### src/hw/rtl/pkmd_pkg.sv
`timescale 1ns / 1ps
// Shared constants, register codes and control/status types of the cross-mean downsampler.
package pkmd_pkg;

    // Frame limits and pixel depth
    localparam int MAX_COLUMNS = 4096;
    localparam int MAX_ROWS    = 4096;
    localparam int PIXEL_BITS  = 16;

    // Field and counter widths
    localparam int PIX_W      = 16;
    localparam int MEAN_W     = 16;
    localparam int DIM_W      = 13;
    localparam int ARM_W      = 11;
    localparam int OFFS_W     = ARM_W + 1;
    localparam int TILE_W     = 11;
    localparam int SUM_W      = 30;
    localparam int DIVISOR_W  = ARM_W + 2;
    localparam int STEP_W     = $clog2(SUM_W + 1);
    localparam int TILE_DEPTH = MAX_COLUMNS / 3;
    localparam int TILE_AW    = $clog2(TILE_DEPTH);

    // Configuration port
    localparam int CFG_IDX_W  = 2;
    localparam int CFG_DATA_W = 13;

    localparam logic [CFG_IDX_W-1:0] CFG_IMAGE_COLUMNS = 2'd0;
    localparam logic [CFG_IDX_W-1:0] CFG_IMAGE_ROWS    = 2'd1;
    localparam logic [CFG_IDX_W-1:0] CFG_ARM_LENGTH    = 2'd2;

    localparam logic [DIM_W-1:0] COLUMNS_RESET = 13'd640;
    localparam logic [DIM_W-1:0] ROWS_RESET    = 13'd480;
    localparam logic [ARM_W-1:0] ARM_RESET     = 11'd1;

    // Controller to datapath
    typedef struct packed {
        logic advance;
        logic update;
        logic div_start;
        logic load_out;
    } t_ctrl_cmd;

    // Datapath to controller
    typedef struct packed {
        logic cfg_ok;
        logic needs_update;
        logic emit;
        logic div_busy;
        logic div_done;
        logic out_free;
    } t_dp_status;

endpackage

### src/hw/rtl/pkmd_ctrl.sv
`timescale 1ns / 1ps
// Controller: sequences accept, store update, divide and result load.
module pkmd_ctrl (
    input  logic                 i_clk,
    input  logic                 i_rst_n,
    input  logic                 i_pixel_valid,
    output logic                 o_pixel_ready,
    input  pkmd_pkg::t_dp_status i_status,
    output pkmd_pkg::t_ctrl_cmd  o_cmd
);
    import pkmd_pkg::*;

    typedef enum logic [1:0] {
        S_IDLE,
        S_UPDATE,
        S_DIVIDE,
        S_HOLD
    } t_state;

    t_state r_state;
    t_state n_state;
    logic   accept;

    // Commands from the current state
    always_comb begin
        accept          = i_pixel_valid && (r_state == S_IDLE);
        o_cmd.advance   = accept && i_status.cfg_ok;
        o_cmd.update    = (r_state == S_UPDATE);
        o_cmd.div_start = (r_state == S_UPDATE) && i_status.emit;
        o_cmd.load_out  = i_status.out_free &&
                          (((r_state == S_DIVIDE) && i_status.div_done) ||
                           (r_state == S_HOLD));
    end

    // Next state
    always_comb begin
        n_state = r_state;
        unique case (r_state)
            S_IDLE: begin
                if (o_cmd.advance && i_status.needs_update) begin
                    n_state = S_UPDATE;
                end
            end
            S_UPDATE: begin
                n_state = i_status.emit ? S_DIVIDE : S_IDLE;
            end
            S_DIVIDE: begin
                if (i_status.div_done) begin
                    n_state = i_status.out_free ? S_IDLE : S_HOLD;
                end
            end
            S_HOLD: begin
                if (i_status.out_free) begin
                    n_state = S_IDLE;
                end
            end
            default: n_state = S_IDLE;
        endcase
    end

    // Hold state
    always_ff @(posedge i_clk) begin
        if (!i_rst_n) begin
            r_state <= S_IDLE;
        end else begin
            r_state <= n_state;
        end
    end

    assign o_pixel_ready = (r_state == S_IDLE);

    // The divider is never left running while new words are taken
    a_idle_div_quiet: assert property (@(posedge i_clk) disable iff (!i_rst_n)
        (r_state == S_IDLE) |-> !i_status.div_busy)
        else $error("divider busy in idle state");

    // A result is never loaded over one that has not been taken
    a_load_free: assert property (@(posedge i_clk) disable iff (!i_rst_n)
        o_cmd.load_out |-> i_status.out_free)
        else $error("result register overwritten");

    // Divider completion only arrives while waiting for it
    a_done_in_divide: assert property (@(posedge i_clk) disable iff (!i_rst_n)
        i_status.div_done |-> (r_state == S_DIVIDE))
        else $error("divider done outside divide state");

    // A started divide is seen running on the next cycle
    a_start_busy: assert property (@(posedge i_clk) disable iff (!i_rst_n)
        o_cmd.div_start |=> i_status.div_busy)
        else $error("divider did not start");

endmodule

### config.mk
export PLATFORM = sky130hd
export DESIGN_NAME = pkmd_ctrl
export DESIGN_NICKNAME = d
export VERILOG_FILES = /design/src/hw/rtl/pkmd_pkg.sv /design/src/hw/rtl/pkmd_ctrl.sv
export SDC_FILE = /design/constraint.sdc
export NUM_CORES = 1
export LEC_CHECK = 0
export ABC_AREA = 1
export BUFFER_PORTS_ARGS = -buffer_cell sky130_fd_sc_hd__buf_4
export CAP_MARGIN = 0
export CORE_AREA = 2 2 39 41
export CTS_CLUSTER_DIAMETER = 120
export DETAILED_ROUTE_END_ITERATION = 10
export DIE_AREA = 0 0 41 43
export SLEW_MARGIN = 20
export SYNTH_ARGS = -nofsm -noshare
export SYNTH_HDL_FRONTEND = slang
export SYNTH_SLANG_ARGS = --single-unit
### constraint.sdc
create_clock -name i_clk -period 1.4 [get_ports i_clk]
set_clock_uncertainty 0.1 [all_clocks]
set_input_delay 0.28 -clock i_clk [delete_from_list [all_inputs] [get_ports i_clk]]
set_output_delay 0.28 -clock i_clk [all_outputs]
set_load 0.02 [all_outputs]
After elaboration in Yosys (flattened, before gate mapping) --
Index checks and enable logic that the tools add are counted.
Storage, ports and cells: flip-flop bits (word level) 2, bits of input ports 9, logic and storage cells 22, output and inout port bits 5
Operators by class: eq/ne operators 6, reductions and logical operators 9, multiplexer cells 6
Operators by type and width (number):
- $mux 2 | 5
- $pmux 2 s4 | 1
- $logic_and 1x1->1 | 6
- $eq 2x2->1 const B | 2
- $ne 2x2->1 const B | 2
- $reduce_and 3->1 | 1
- $eq 2x1->1 const B | 1
- $logic_not 2->1 | 1
- $ne 2x1->1 const B | 1
- $logic_or 1x1->1 | 1

Longest topological paths before layout --
word-level depth 6, gate-level depth with buffers 5, gate-level depth less buffers 5

Least setup slack after synthesis --
Ideal clock, no wire load.
kind register to output, start register r_state[1], end output o_cmd[3] in the netlist's numbering, stages on the path, launching flop included 3, path buffers 0, path slack 0.089 ns, arrival time 0.931 ns, required time 1.020 ns, path through dfxtp_1 nor2_2 and3_2
RTL lines:
- start: declaration | line pkmd_ctrl.sv:20 | t_state r_state;
- start signal: assignment | line pkmd_ctrl.sv:66 | r_state <= n_state;
- end: declaration | line pkmd_ctrl.sv:9 | output pkmd_pkg::t_ctrl_cmd o_cmd

==> impl_metrics.env <==
export IMPL_grt_max_degree=7
export IMPL_pwr_share_comb_pct=25.2
export IMPL_fin_setup_tns_ns=0
export IMPL_cts_tree="yes"
export IMPL_power_frac_seq_pct=24.8
export IMPL_tightest_slew_ns=0.162
export IMPL_dp_slack_ns=0.199
export IMPL_critPathLaunchType="flop"
export IMPL_n_antenna_cell=0
export IMPL_synth_seq_cells=2
export IMPL_portBuffers=12
export IMPL_worst_slack_ns=0.0356
export IMPL_clk_latency_ns=0.22
export IMPL_dr_first_iter_drc_count=4
export IMPL_cts_root_buf="clkbuf_4"
export IMPL_setup_violations_final=0
export IMPL_power_leakage_nw=0.177
export IMPL_track_usage_pct=6.51
export IMPL_firstDrtPassIters=2
export IMPL_seqCellArea_um2=45.0
export IMPL_finalCritPeriodShare_pct=97.5
export IMPL_p_clk_share_pct=50.0
export IMPL_cts_sinks=2
export IMPL_grt_pass1_wl_um=683
export IMPL_period_needed_ns=1.36
export IMPL_antenna_found_initial=0
export IMPL_slew_headroom_pct=89.1
export IMPL_postRouteAntennaNets=0
export IMPL_areaGrowthSynthToFinish_pct=111
export IMPL_fin_nets=53
export IMPL_rsz0062_at_grt="yes"
export IMPL_regMostFlops="r_state"
export IMPL_p_total_mw=0.251
export IMPL_post_drt_via_cell_ratio=3.83
export IMPL_routabilityCongestion=0.629
export IMPL_dieHeight_um=43
export IMPL_routed_wirelength_um=465
export IMPL_die_area_um2=1760
export IMPL_synth_area_leaders="dfxtp_1 27%, nand3_1 17%, inv_1 13%"
export IMPL_cp_data_arrival_time_ns=0.98
export IMPL_multi_input_area_um2=96.3
export IMPL_fin_hold_ws_ns=0.206
export IMPL_fill_cells=164
export IMPL_cp_end_kind="output port"
export IMPL_switching_power_mw=0.0641
export IMPL_worstPathRequired_ns=1.02
export IMPL_grt_pass1_vias=189
export IMPL_layout_commonest_cell="buf_4"
export IMPL_finalHoldViolCount=0
export IMPL_cap_violations=0
export IMPL_netlist_instances=25
export IMPL_synth_top_area_cell="dfxtp_1"
export IMPL_syn_area_per_cell_um2=5.91
export IMPL_p_sw_share_pct=25.5
export IMPL_synth_area_um2=148
export IMPL_yosysTopAreaCellShare_pct=27.1
export IMPL_setup_worst_path_class="flop to output port"
export IMPL_status="completed"
export IMPL_synthDistinctLibCells=10
export IMPL_yosys_warnings=0
export IMPL_wire_per_inst_um=8.02
export IMPL_yosysSeqAreaShare_pct=27.1
export IMPL_hpwl_um=364
export IMPL_largest_reg_flops=2
export IMPL_syn_nets=34
export IMPL_max_freq_mhz=733
export IMPL_hold_buffers=0
export IMPL_overflow=0
export IMPL_drive_gt1_share_pct=59.5
export IMPL_cellPowerDensity_nw_per_um2=807
export IMPL_dr_total_vias=222
export IMPL_ir_drop_v=0.000258
export IMPL_clk_pin_slew_ns=0.03
export IMPL_core_area_um2=1380
export IMPL_ios=14
export IMPL_crit_fanout=3
export IMPL_utilization_pct=22.5
export IMPL_reg_top3="r_state: 2 flops"
export IMPL_initial_core_util_pct=10.7
export IMPL_p_int_mw=0.187
export IMPL_maxSlewViolCount=0
export IMPL_drc=0
export IMPL_cts_buffers=3
export IMPL_clockBufferDepth=2
export IMPL_htree_levels=1
export IMPL_hold_class="primary input to flop"
export IMPL_rows=14
export IMPL_layout_common_cells="13 x buf_4, 5 x nand3_1, 4 x inv_1"
export IMPL_fp_dieW_um=41
==> power groups by stage <==
stage          clock, mW  sequential [mW]  combinational [mW]
2_1_floorplan          0           0.0620              0.0261
3_3_place_gp           0           0.0624              0.0584
3_5_place_dp           0           0.0625              0.0594
4_1_cts            0.135           0.0625              0.0598
5_1_grt            0.144           0.0625              0.0691
6_report           0.126           0.0623              0.0634
==> logic make-up after synthesis <==
kind of cell    after synthesis  synth area share (%)
simple gates                 16                  53.4
buf+inv                       5                  12.7
flops                         2                  27.1
compound gates                2                  6.77
==> repair_timing <==
item / in CTS / in global routing
setup endpoints to repair: 2 / 2
buffers inserted: 0 / 1
resized for setup: 3 / 4
==> layer usage <==
| metal | wire (um) | part of all wire, % | GRT usage, % |
|---|---|---|---|
| met1 | 186 | 40 | 6.37 |
| met4 | 0 | 0 | 6.00 |
| met3 | 40 | 8.6 | 6.28 |
| met2 | 238 | 51 | 7.50 |
| met5 | 0 | 0 | 0 |
==> layout make-up <==
class / instances / share of cell area (%)
timing repair buffer: 14 / 34.9
multi-input combinational: 18 / 30.9
sequential: 2 / 14.5
clock buffer: 3 / 7.23
tap: 16 / 6.43
inverter: 5 / 6.02
==> worst paths after layout <==
check	start	to	slack (ns)	cells after the start
max	r_state[0]	o_cmd[0]	0.04	4
min	i_rst_n	r_state[1]	0.21	3
max reg2reg	r_state[1]	r_state[1]	0.44	5
min reg2reg	r_state[1]	r_state[1]	0.43	2
==> stage by stage <==
step,instances,area [um2]
finish,58,312
global route,58,312
CTS,57,290
detailed placement,54,265
global placement,54,265
floorplan,25,148
==> synthesized netlist by cell type (all sizes together) <==
cell / instances
inv: 5
o21ai: 1
nor2: 4
a21oi: 1
nand3: 5
nand2: 5
dfxtp: 2
and3: 2
==> worst max-delay path, cell delays in order, from the launching register on <==
cell and delay (ns):
dfxtp_4 0.35, inv_2 0.06, nand2_2 0.05, and3_2 0.17, buf_6 0.13
No activity file was read; power rests on OpenSTA's default activity.
